<file path="config.mk">
export PLATFORM = sky130hd
export DESIGN_NAME = voq_round_robin_matching_unit
export DESIGN_NICKNAME = d
export VERILOG_FILES = /design/src/rtl/voq_rr_pkg.sv /design/src/rtl/voq_rr_arbiter.sv /design/src/rtl/voq_rr_output_lane.sv /design/src/rtl/voq_rr_input_lane.sv /design/src/rtl/voq_rr_out_buf.sv /design/src/rtl/voq_round_robin_matching_unit.sv
export VERILOG_INCLUDE_DIRS = /design/src /design/src/rtl
export SDC_FILE = /design/constraint.sdc
export NUM_CORES = 2
export LEC_CHECK = 0
export BUFFER_PORTS_ARGS = -buffer_cell sky130_fd_sc_hd__buf_2
export CAP_MARGIN = 20
export CELL_PAD_IN_SITES_DETAIL_PLACEMENT = 1
export CELL_PAD_IN_SITES_GLOBAL_PLACEMENT = 2
export CORE_ASPECT_RATIO = 1.1
export CORE_MARGIN = 5
export CORE_UTILIZATION = 30
export DETAILED_ROUTE_END_ITERATION = 10
export MAX_ROUTING_LAYER = met4
export PLACE_DENSITY = 0.68
export SKIP_CTS_REPAIR_TIMING = 1
export SYNTH_ARGS = -nofsm -noshare
export SYNTH_HDL_FRONTEND = slang
export SYNTH_HIERARCHICAL = 1
export SYNTH_SLANG_ARGS = --single-unit
</file>
<file path="constraint.sdc">
create_clock -name clk -period 7.33 [get_ports clk]
set_input_delay 0.3665 -clock clk [delete_from_list [all_inputs] [get_ports clk]]
set_output_delay 0.3665 -clock clk [all_outputs]
set_load 0.005 [all_outputs]
</file>
<file path="src/rtl/voq_round_robin_matching_unit_macros.svh">
// ----------------------------------------------------------------------------
// voq_round_robin_matching_unit_macros.svh
// assertion helpers for the voq round-robin matcher, clocked on clk
// ----------------------------------------------------------------------------
`ifndef VOQ_ROUND_ROBIN_MATCHING_UNIT_MACROS_SVH
`define VOQ_ROUND_ROBIN_MATCHING_UNIT_MACROS_SVH

// same-cycle implication, disabled while in reset
`define VRRM_ASSERT_IMP(lbl, ante, cons, msg) \
  lbl: assert property (@(posedge clk) disable iff (!rst_n) (ante) |-> (cons)) \
    else $error(msg);

// next-cycle implication, disabled while in reset
`define VRRM_ASSERT_NXT(lbl, ante, cons, msg) \
  lbl: assert property (@(posedge clk) disable iff (!rst_n) (ante) |=> (cons)) \
    else $error(msg);

`endif

</file>
<file path="src/rtl/voq_rr_pkg.sv">
// ----------------------------------------------------------------------------
// voq_rr_pkg
// shared widths, constants and structs of the voq round-robin matcher
// ----------------------------------------------------------------------------
package voq_rr_pkg;

  // ports carried by the packed stream fields
  localparam int FIELD_PORTS = 8;
  localparam int DEST_BITS   = 3;

  // configuration register
  localparam int         CFG_W     = 4;
  localparam logic [3:0] CFG_RESET = 4'd4;

  // stream payload widths
  localparam int IN_W  = 32;
  localparam int OUT_W = 40;

  // per-input lane report for one slot
  typedef struct packed {
    logic                 dropped;
    logic                 matched;
    logic [DEST_BITS-1:0] port;
  } lane_status_t;

  // one result, match_valid in the lowest bits
  typedef struct packed {
    logic [FIELD_PORTS-1:0]           arrival_dropped;
    logic [FIELD_PORTS*DEST_BITS-1:0] match_output;
    logic [FIELD_PORTS-1:0]           match_valid;
  } result_t;

endpackage

</file>
<file path="src/rtl/voq_rr_arbiter.sv">
// ----------------------------------------------------------------------------
// voq_rr_arbiter
// rotating priority encoder: first request at or after the pointer
// ----------------------------------------------------------------------------
module voq_rr_arbiter #(
  parameter int N  = 8,
  parameter int PW = 3
) (
  input  logic [N-1:0]  req,
  input  logic [PW-1:0] ptr,
  output logic [N-1:0]  gnt,
  output logic [PW-1:0] idx,
  output logic          any
);

  logic [N-1:0] at_or_above;
  logic [N-1:0] masked;
  logic [N-1:0] sel;

  // split requests into the part of the ring at or above the pointer and the wrap-around
  always_comb begin
    for (int k = 0; k < N; k++) begin
      at_or_above[k] = (PW'(k) >= ptr);
    end
    masked = req & at_or_above;
    sel    = (|masked) ? masked : req;
  end

  // lowest set bit of the selected part wins
  always_comb begin
    idx = '0;
    for (int k = N - 1; k >= 0; k--) begin
      if (sel[k]) begin
        idx = PW'(k);
      end
    end
    any = |req;
    gnt = any ? (N'(1) << idx) : '0;
  end

endmodule

</file>
<file path="src/rtl/voq_rr_output_lane.sv">
// ----------------------------------------------------------------------------
// voq_rr_output_lane
// grant stage of one output port with its round-robin grant pointer
// ----------------------------------------------------------------------------
module voq_rr_output_lane #(
  parameter int PORTS = 8,
  parameter int PW    = 3
) (
  input  logic             clk,
  input  logic             rst_n,
  input  logic             step,
  input  logic [PORTS-1:0] request_col,
  input  logic [PORTS-1:0] accept_col,
  output logic [PORTS-1:0] grant
);

  logic [PW-1:0] ptr_r;
  logic [PW-1:0] ptr_nxt;
  logic [PW-1:0] g_idx;
  logic          g_any;

  // pick one requesting input
  voq_rr_arbiter #(
    .N  (PORTS),
    .PW (PW)
  ) u_grant (
    .req (request_col),
    .ptr (ptr_r),
    .gnt (grant),
    .idx (g_idx),
    .any (g_any)
  );

  // pointer moves one past the input only when the grant was accepted
  always_comb begin
    ptr_nxt = ptr_r;
    if (g_any && (|accept_col)) begin
      ptr_nxt = (g_idx == PW'(PORTS - 1)) ? '0 : g_idx + PW'(1);
    end
  end

  always_ff @(posedge clk) begin
    if (!rst_n) begin
      ptr_r <= '0;
    end else if (step) begin
      ptr_r <= ptr_nxt;
    end
  end

endmodule

</file>
<file path="src/rtl/voq_rr_input_lane.sv">
// ----------------------------------------------------------------------------
// voq_rr_input_lane
// one input port: voq counters, arrival admission and accept stage
// ----------------------------------------------------------------------------
module voq_rr_input_lane #(
  parameter int PORTS = 8,
  parameter int OW    = 4,
  parameter int PW    = 3
) (
  input  logic                     clk,
  input  logic                     rst_n,
  input  logic                     step,
  input  logic                     arr_valid,
  input  logic [2:0]               arr_dest,
  input  logic [OW-1:0]            limit,
  input  logic [PORTS-1:0]         grant_in,
  output logic [PORTS-1:0]         request,
  output logic [PORTS-1:0]         accept,
  output voq_rr_pkg::lane_status_t status
);

  import voq_rr_pkg::*;

  localparam int DW = 5;

  logic [OW-1:0]    voq_r   [PORTS];
  logic [OW-1:0]    voq_nxt [PORTS];
  logic [OW-1:0]    occ_r;
  logic [OW-1:0]    occ_nxt;
  logic [PW-1:0]    ptr_r;
  logic [PW-1:0]    ptr_nxt;
  logic [DW-1:0]    dest_ext;
  logic             admit;
  logic [PORTS-1:0] hit;
  logic [PW-1:0]    acc_idx;
  logic             acc_any;

  // admission: legal destination and room left under the limit
  always_comb begin
    dest_ext = DW'(arr_dest);
    admit    = arr_valid && (dest_ext < DW'(PORTS)) && (occ_r < limit);
    for (int j = 0; j < PORTS; j++) begin
      hit[j]     = admit && (dest_ext == DW'(j));
      request[j] = (voq_r[j] != '0) || hit[j];
    end
  end

  // accept the first granting output from the accept pointer
  voq_rr_arbiter #(
    .N  (PORTS),
    .PW (PW)
  ) u_accept (
    .req (grant_in),
    .ptr (ptr_r),
    .gnt (accept),
    .idx (acc_idx),
    .any (acc_any)
  );

  // counter and pointer updates for this slot
  always_comb begin
    for (int j = 0; j < PORTS; j++) begin
      voq_nxt[j] = voq_r[j] + OW'(hit[j]) - OW'(accept[j]);
    end
    occ_nxt = occ_r + OW'(admit) - OW'(acc_any);
    ptr_nxt = ptr_r;
    if (acc_any) begin
      ptr_nxt = (acc_idx == PW'(PORTS - 1)) ? '0 : acc_idx + PW'(1);
    end
  end

  // slot report
  always_comb begin
    status.dropped = arr_valid && !admit;
    status.matched = acc_any;
    status.port    = acc_any ? DEST_BITS'(acc_idx) : '0;
  end

  always_ff @(posedge clk) begin
    if (!rst_n) begin
      for (int j = 0; j < PORTS; j++) begin
        voq_r[j] <= '0;
      end
      occ_r <= '0;
      ptr_r <= '0;
    end else if (step) begin
      for (int j = 0; j < PORTS; j++) begin
        voq_r[j] <= voq_nxt[j];
      end
      occ_r <= occ_nxt;
      ptr_r <= ptr_nxt;
    end
  end

endmodule

</file>
<file path="src/rtl/voq_rr_out_buf.sv">
// ----------------------------------------------------------------------------
// voq_rr_out_buf
// output register with a skid stage on the result stream
// ----------------------------------------------------------------------------
module voq_rr_out_buf (
  input  logic                        clk,
  input  logic                        rst_n,
  input  logic                        push,
  input  voq_rr_pkg::result_t         din,
  output logic                        ready,
  output logic                        out_tvalid,
  input  logic                        out_tready,
  output logic [voq_rr_pkg::OUT_W-1:0] out_tdata
);

  import voq_rr_pkg::*;

  result_t out_r;
  result_t out_nxt;
  result_t skid_r;
  result_t skid_nxt;
  logic    out_valid_r;
  logic    out_valid_nxt;
  logic    skid_valid_r;
  logic    skid_valid_nxt;
  logic    pop;

  assign ready      = !skid_valid_r;
  assign pop        = out_valid_r && out_tready;
  assign out_tvalid = out_valid_r;
  assign out_tdata  = out_r;

  // refill the output register from skid first, then from the new result
  always_comb begin
    out_nxt        = out_r;
    skid_nxt       = skid_r;
    out_valid_nxt  = out_valid_r;
    skid_valid_nxt = skid_valid_r;
    if (skid_valid_r) begin
      if (pop) begin
        out_nxt        = skid_r;
        skid_valid_nxt = 1'b0;
      end
    end else if (push) begin
      if (!out_valid_r || pop) begin
        out_nxt       = din;
        out_valid_nxt = 1'b1;
      end else begin
        skid_nxt       = din;
        skid_valid_nxt = 1'b1;
      end
    end else if (pop) begin
      out_valid_nxt = 1'b0;
    end
  end

  always_ff @(posedge clk) begin
    if (!rst_n) begin
      out_valid_r  <= 1'b0;
      skid_valid_r <= 1'b0;
    end else begin
      out_valid_r  <= out_valid_nxt;
      skid_valid_r <= skid_valid_nxt;
    end
  end

  always_ff @(posedge clk) begin
    out_r  <= out_nxt;
    skid_r <= skid_nxt;
  end

endmodule

</file>
<file path="src/rtl/voq_round_robin_matching_unit.sv">
// ----------------------------------------------------------------------------
// voq_round_robin_matching_unit
// single-iteration round-robin matcher for an input-queued crossbar
// ----------------------------------------------------------------------------
// Each transfer on the in_ stream is one cell slot: an arrival bit and a
// 3-bit destination per input port. Arrivals are admitted into the per-input
// virtual output queue counters while the input holds fewer cells than the
// configured limit, else reported as dropped. One grant/accept pass then
// matches inputs to outputs and dequeues the matched cells.
// Each slot yields exactly one transfer on the out_ stream, from the output
// register. One slot is taken every cycle while in_tready is high; the whole
// slot (admission, grant arbiters, accept arbiters, counter update) is
// resolved combinationally in the cycle of the input transfer.
// A skid register behind the output register lets the block take one more
// slot after the receiver stalls; in_tready then stays low until the
// receiver takes the next out_ transfer.
// Reset clears all queue counters and pointers, empties the output stages
// and sets the buffer limit to 4. cfg_wr_en writes the limit at once.
// ----------------------------------------------------------------------------
`include "voq_round_robin_matching_unit_macros.svh"

module voq_round_robin_matching_unit #(
  parameter int PORTS      = 8,
  parameter int BUFFER_MAX = 15
) (
  input  logic                         clk,
  input  logic                         rst_n,
  // arrival_valid [7:0], arrival_dest [31:8]
  input  logic                         in_tvalid,
  output logic                         in_tready,
  input  logic [voq_rr_pkg::IN_W-1:0]  in_tdata,
  // match_valid [7:0], match_output [31:8], arrival_dropped [39:32]
  output logic                         out_tvalid,
  input  logic                         out_tready,
  output logic [voq_rr_pkg::OUT_W-1:0] out_tdata,
  input  logic                         cfg_wr_en,
  input  logic [voq_rr_pkg::CFG_W-1:0] cfg_wr_data
);

  import voq_rr_pkg::*;

  localparam int PW = $clog2(PORTS);
  localparam int OW = $clog2(BUFFER_MAX + 1);
  localparam int CW = (OW > CFG_W) ? OW : CFG_W;
  localparam int NS = (PORTS > FIELD_PORTS) ? PORTS : FIELD_PORTS;

  logic [CFG_W-1:0] limit_cfg_r;
  logic [CW-1:0]    limit_ext;
  logic [OW-1:0]    limit;
  logic             step;

  logic [PORTS-1:0] req_m   [PORTS];
  logic [PORTS-1:0] req_col [PORTS];
  logic [PORTS-1:0] gnt_m   [PORTS];
  logic [PORTS-1:0] gnt_row [PORTS];
  logic [PORTS-1:0] acc_m   [PORTS];
  logic [PORTS-1:0] acc_col [PORTS];
  lane_status_t     st      [NS];
  result_t          result;

  // buffer limit register
  always_ff @(posedge clk) begin
    if (!rst_n) begin
      limit_cfg_r <= CFG_RESET;
    end else if (cfg_wr_en) begin
      limit_cfg_r <= cfg_wr_data;
    end
  end

  // clamp the limit to the counter range
  always_comb begin
    limit_ext = CW'(limit_cfg_r);
    limit     = (limit_ext > CW'(BUFFER_MAX)) ? OW'(BUFFER_MAX) : OW'(limit_ext);
  end

  assign step = in_tvalid && in_tready;

  // request, grant and accept matrices between the lanes
  always_comb begin
    for (int a = 0; a < PORTS; a++) begin
      for (int b = 0; b < PORTS; b++) begin
        req_col[a][b] = req_m[b][a];
        gnt_row[a][b] = gnt_m[b][a];
        acc_col[a][b] = acc_m[b][a];
      end
    end
  end

  // input lanes
  for (genvar i = 0; i < PORTS; i++) begin : g_in
    logic       arr_v;
    logic [2:0] arr_d;
    if (i < FIELD_PORTS) begin : g_fed
      assign arr_v = in_tdata[i];
      assign arr_d = in_tdata[FIELD_PORTS + DEST_BITS*i +: DEST_BITS];
    end else begin : g_unfed
      assign arr_v = 1'b0;
      assign arr_d = '0;
    end

    voq_rr_input_lane #(
      .PORTS (PORTS),
      .OW    (OW),
      .PW    (PW)
    ) u_lane (
      .clk       (clk),
      .rst_n     (rst_n),
      .step      (step),
      .arr_valid (arr_v),
      .arr_dest  (arr_d),
      .limit     (limit),
      .grant_in  (gnt_row[i]),
      .request   (req_m[i]),
      .accept    (acc_m[i]),
      .status    (st[i])
    );
  end

  // status of ports that do not exist
  for (genvar k = PORTS; k < NS; k++) begin : g_pad
    assign st[k] = '0;
  end

  // output lanes
  for (genvar j = 0; j < PORTS; j++) begin : g_out
    voq_rr_output_lane #(
      .PORTS (PORTS),
      .PW    (PW)
    ) u_lane (
      .clk         (clk),
      .rst_n       (rst_n),
      .step        (step),
      .request_col (req_col[j]),
      .accept_col  (acc_col[j]),
      .grant       (gnt_m[j])
    );
  end

  // merge lane reports into one result
  always_comb begin
    result = '0;
    for (int f = 0; f < FIELD_PORTS; f++) begin
      result.match_valid[f]                         = st[f].matched;
      result.match_output[DEST_BITS*f +: DEST_BITS] = st[f].port;
      result.arrival_dropped[f]                     = st[f].dropped;
    end
  end

  voq_rr_out_buf u_out_buf (
    .clk        (clk),
    .rst_n      (rst_n),
    .push       (step),
    .din        (result),
    .ready      (in_tready),
    .out_tvalid (out_tvalid),
    .out_tready (out_tready),
    .out_tdata  (out_tdata)
  );

  // a refused slot always means a result is waiting
  `VRRM_ASSERT_IMP(a_stall_has_result, !in_tready, out_tvalid, "input stalled with no result")
  // every slot transfer leaves a result to deliver
  `VRRM_ASSERT_NXT(a_slot_gives_result, in_tvalid && in_tready, out_tvalid, "slot lost")

  // an output is matched to at most one input
  for (genvar j = 0; j < PORTS; j++) begin : g_chk
    `VRRM_ASSERT_IMP(a_one_accept, 1'b1, $onehot0(acc_col[j]), "output accepted twice")
  end

endmodule
</file>
==> results.cfg <==
[critical_path]
cp_data_required_time_ns = 7.72
worstSetupPathType = reg2reg
critical-path-slowest-cell = sky130_fd_sc_hd__o2111ai_1
endpoint_kind = flip-flop
crit_path_start_kind = flip-flop
cp_slowest_stage_delay_ns = 0.57
crit_arrival_ns = 7.40
timing.critical_path.fanout_max = 8

[yosys]
fraction_of_synthesized_cell_area_taken_by_the_top_area_cell_type_pct = 27.4
synth_top_cells_by_area = sky130_fd_sc_hd__edfxtp_1 (27%), sky130_fd_sc_hd__ha_1 (14%), sky130_fd_sc_hd__inv_1 (5.3%), sky130_fd_sc_hd__dfxtp_1 (4.7%), sky130_fd_sc_hd__fa_1 (3.9%)
synthesis.area_per_instance_um2 = 9.78
number_of_enable_type_register_cells_in_the_synthesized_netlist = 336
ys_async_sr_fraction_pct = 0
synth_flop_type = sky130_fd_sc_hd__edfxtp_1
post-synth-top-area-cell = sky130_fd_sc_hd__edfxtp_1
synth.lib_cells_used.distinct = 64
synth.net_count = 4281
synth-seq-cells = 422
area_of_the_mapped_netlist_mm2 = 0.0368
synth_warnings = 6
syn-instance-count = 3760
yosysSeqAreaShare_pct = 32.1

[sta]
clock_skew_ns = 0.0331
worst_pin_slew_ns = 1.06
hold_ws_ns = 0.0137
max_freq_mhz = 143
final_period_minus_worst_setup_slack_ns = 7.01
rsz_0062_raised_after_global_routing = false
maxSlewHeadroom_pct = 29.2
number_of_endpoints_with_negative_hold_slack_in_the_final_report = 0
total_count_of_max_transition_violations_in_the_final_report = 0
post-route-worst-setup-slack_ns = 0.319
finalSetupTns_ns = 0
setup-violations-final = 0
final_min_period_over_clock_period_pct = 95.7

[clocking]
cts.clk_slew.worst_paths_ns = 0.06
cts_tree = done
cts_sinks = 422
cts_made_buffers = 56
h_tree_depth = 2
clock_insertion_delay_worst_skew_ns = 0.65
clk_root_buffer_cell = sky130_fd_sc_hd__clkbuf_16
cts_buffer_depth = 3

[detailed_routing]
routedWlPerCell_um = 20.1
first_pass_iters = 5
via_count = 28100
routed_wl_um = 113000
post_drt_via_cell_ratio = 4.99
detailedRoute.firstIterationViolations = 1190
drc_errors = 0
detail-route-antenna-nets = 0

[finish]
finish.utilization_pct = 34.2
area_growth_syn_to_layout_pct = 13.2
drive_gt1_share_pct = 18.4
design.final.nets = 4473

[placement]
dpl.hpwl_um = 86900
routabilityCongestion = 0.852
dp_slack_ns = 0.274
port_buffers = 82

[global_routing]
grt_max_degree = 84
grt.total_usage_pct = 17.7
grt_remaining_overflow = 0
grt_antenna_before_repair = 4
via_count_of_the_first_global_routing_pass = 29100
grt_first_pass_wirelength_um = 174000

[die]
die_h_um = 377
die_area_mm2 = 0.130
fp-row-count = 134
effective_utilization_at_floorplan_pct = 30.2
coreArea_mm2 = 0.122
ios = 83
fp.dieW_um = 344

[pwr]
power_per_cell_area_mw_per_mm2 = 373
leakagePower_nw = 17.5
peakVddDrop_mv = 0.210

[run]
timing.max_cap.violations = 0

[status]
status = finished, final reports clean

[min_path]
worst_hold_path_type = in2reg
==> sequential cells by signal (all words and copies together) (netlist names) <==
| signal | count |
|---|---|
| g_in.u_lane/voq_r | 256 |
| u_out_buf/out_tdata | 40 |
| u_out_buf/skid_r | 40 |
| g_in.u_lane/occ_r | 32 |
| g_in.u_lane/ptr_r | 24 |
| g_out.u_lane/ptr_r | 24 |
| limit_cfg_r | 4 |
| u_out_buf/out_tvalid | 1 |
| u_out_buf/skid_valid_r | 1 |
==> cell type report <==
class                           instances  area (µm²)
Timing Repair Buffer                  268        1830
Antenna cell                            2        5.00
Clock inverter                         45         404
Clock buffer                           60        1430
Multi-Input combinational cell       2673       22100
Fill cell                           13800       79900
Sequential cell                       422       11800
Tap cell                             1632        2040
Inverter                              531        1990
==> layout by cell type (no fill, tap or decap), types with 33 or more instances in the layout <==
cell type	netlist	layout
sky130_fd_sc_hd__inv_1	515	515
sky130_fd_sc_hd__ha_1	408	408
sky130_fd_sc_hd__edfxtp_1	336	336
sky130_fd_sc_hd__nand2_1	288	288
sky130_fd_sc_hd__nor2_1	256	256
sky130_fd_sc_hd__buf_4	48	183
sky130_fd_sc_hd__a21oi_1	178	176
sky130_fd_sc_hd__and3_1	120	120
sky130_fd_sc_hd__xnor2_1	104	104
sky130_fd_sc_hd__nand3_1	88	88
sky130_fd_sc_hd__nor3_1	88	88
sky130_fd_sc_hd__and2_1	89	88
sky130_fd_sc_hd__a21o_1	88	88
sky130_fd_sc_hd__dfxtp_1	86	84
sky130_fd_sc_hd__buf_2	16	81
sky130_fd_sc_hd__nor2b_1	75	75
sky130_fd_sc_hd__fa_1	72	72
sky130_fd_sc_hd__clkbuf_16	0	56
sky130_fd_sc_hd__mux2i_1	53	53
sky130_fd_sc_hd__nor3_2	48	48
sky130_fd_sc_hd__o31ai_2	48	47
sky130_fd_sc_hd__o21ai_0	40	40
sky130_fd_sc_hd__mux2_4	37	37
sky130_fd_sc_hd__nand3b_1	34	34
sky130_fd_sc_hd__o21ai_1	33	33
==> path summary, 6_finish.rpt <==
kind / start / to / slack, ns / depth (start not counted)
worst min register to register: g_in[5].u_lane/occ_r[3]$_SDFFE_PN0P_ / g_in[5].u_lane/occ_r[3]$_SDFFE_PN0P_ / 0.47 / 2
worst max-delay path: limit_cfg_r[3]$_SDFFE_PN0P_ / g_in[2].u_lane/voq_r[1][14]$_SDFFCE_PN0P_ / 0.32 / 25
worst min-delay path: cfg_wr_data[0] / limit_cfg_r[0]$_SDFFE_PN0P_ / 0.01 / 3
worst max register to register: limit_cfg_r[3]$_SDFFE_PN0P_ / g_in[2].u_lane/voq_r[1][14]$_SDFFCE_PN0P_ / 0.32 / 25
==> Yosys cell counts (53+ instances only) <==
master                     number
sky130_fd_sc_hd__nor2b_1       75
sky130_fd_sc_hd__a21o_1        88
sky130_fd_sc_hd__nand3_1       88
sky130_fd_sc_hd__nor2_1       256
sky130_fd_sc_hd__and3_1       120
sky130_fd_sc_hd__xnor2_1      104
sky130_fd_sc_hd__and2_1        89
sky130_fd_sc_hd__mux2i_1       53
sky130_fd_sc_hd__nand2_1      288
sky130_fd_sc_hd__dfxtp_1       86
sky130_fd_sc_hd__nor3_1        88
sky130_fd_sc_hd__fa_1          72
sky130_fd_sc_hd__a21oi_1      178
sky130_fd_sc_hd__ha_1         408
sky130_fd_sc_hd__inv_1        515
sky130_fd_sc_hd__edfxtp_1     336
==> report_power, final <==
part | internal [W] | switching (W)
combinational | 0.00377 | 0.00530
clock | 0.00162 | 0.00119
sequential | 0.00327 | 0.000397
total | 0.00865 | 0.00688
==> per-layer routing <==
| metal | up-vias | share of wire, % | GRT usage [%] |
|---|---|---|---|
| li1 | 13700 | - | - |
| met2 | 302 | 49 | 30.6 |
| met3 | 98 | 2.6 | 1.78 |
| met1 | 14000 | 46 | 22.8 |
| met4 | 0 | 1.7 | 3.26 |
| met5 | - | 0 | - |
==> worst max-delay path: cells and delay by family, from the launching register on <==
family          cells  cell delay, ns
xor+xnor            1            0.13
buf+inv             4            0.49
compound gates      8            2.85
simple gates        8            1.73
fa+ha+maj           4            1.21
flops               1            0.33
==> per-stage QoR <==
step	instance area, µm²	total power [W]	std cells
2_1_floorplan	36800	0.0101	3760
3_3_place_gp	39700	0.0126	5524
5_1_grt	41600	0.0168	5632
3_5_place_dp	39700	0.0128	5524
6_report	41600	0.0155	5633
4_1_cts	41600	0.0158	5629
==> kinds of logic after synthesis <==
group | share of synthesized area [%]
AOI/OAI and AO/OA | 16.8
xor gates and xnor gates | 3.24
adders and majority gates | 17.8
DFF | 32.1
buffers and inverters | 7.88
muxes | 3.05
and+or+nand+nor | 19.0
(Power assumes the default switching activity.)
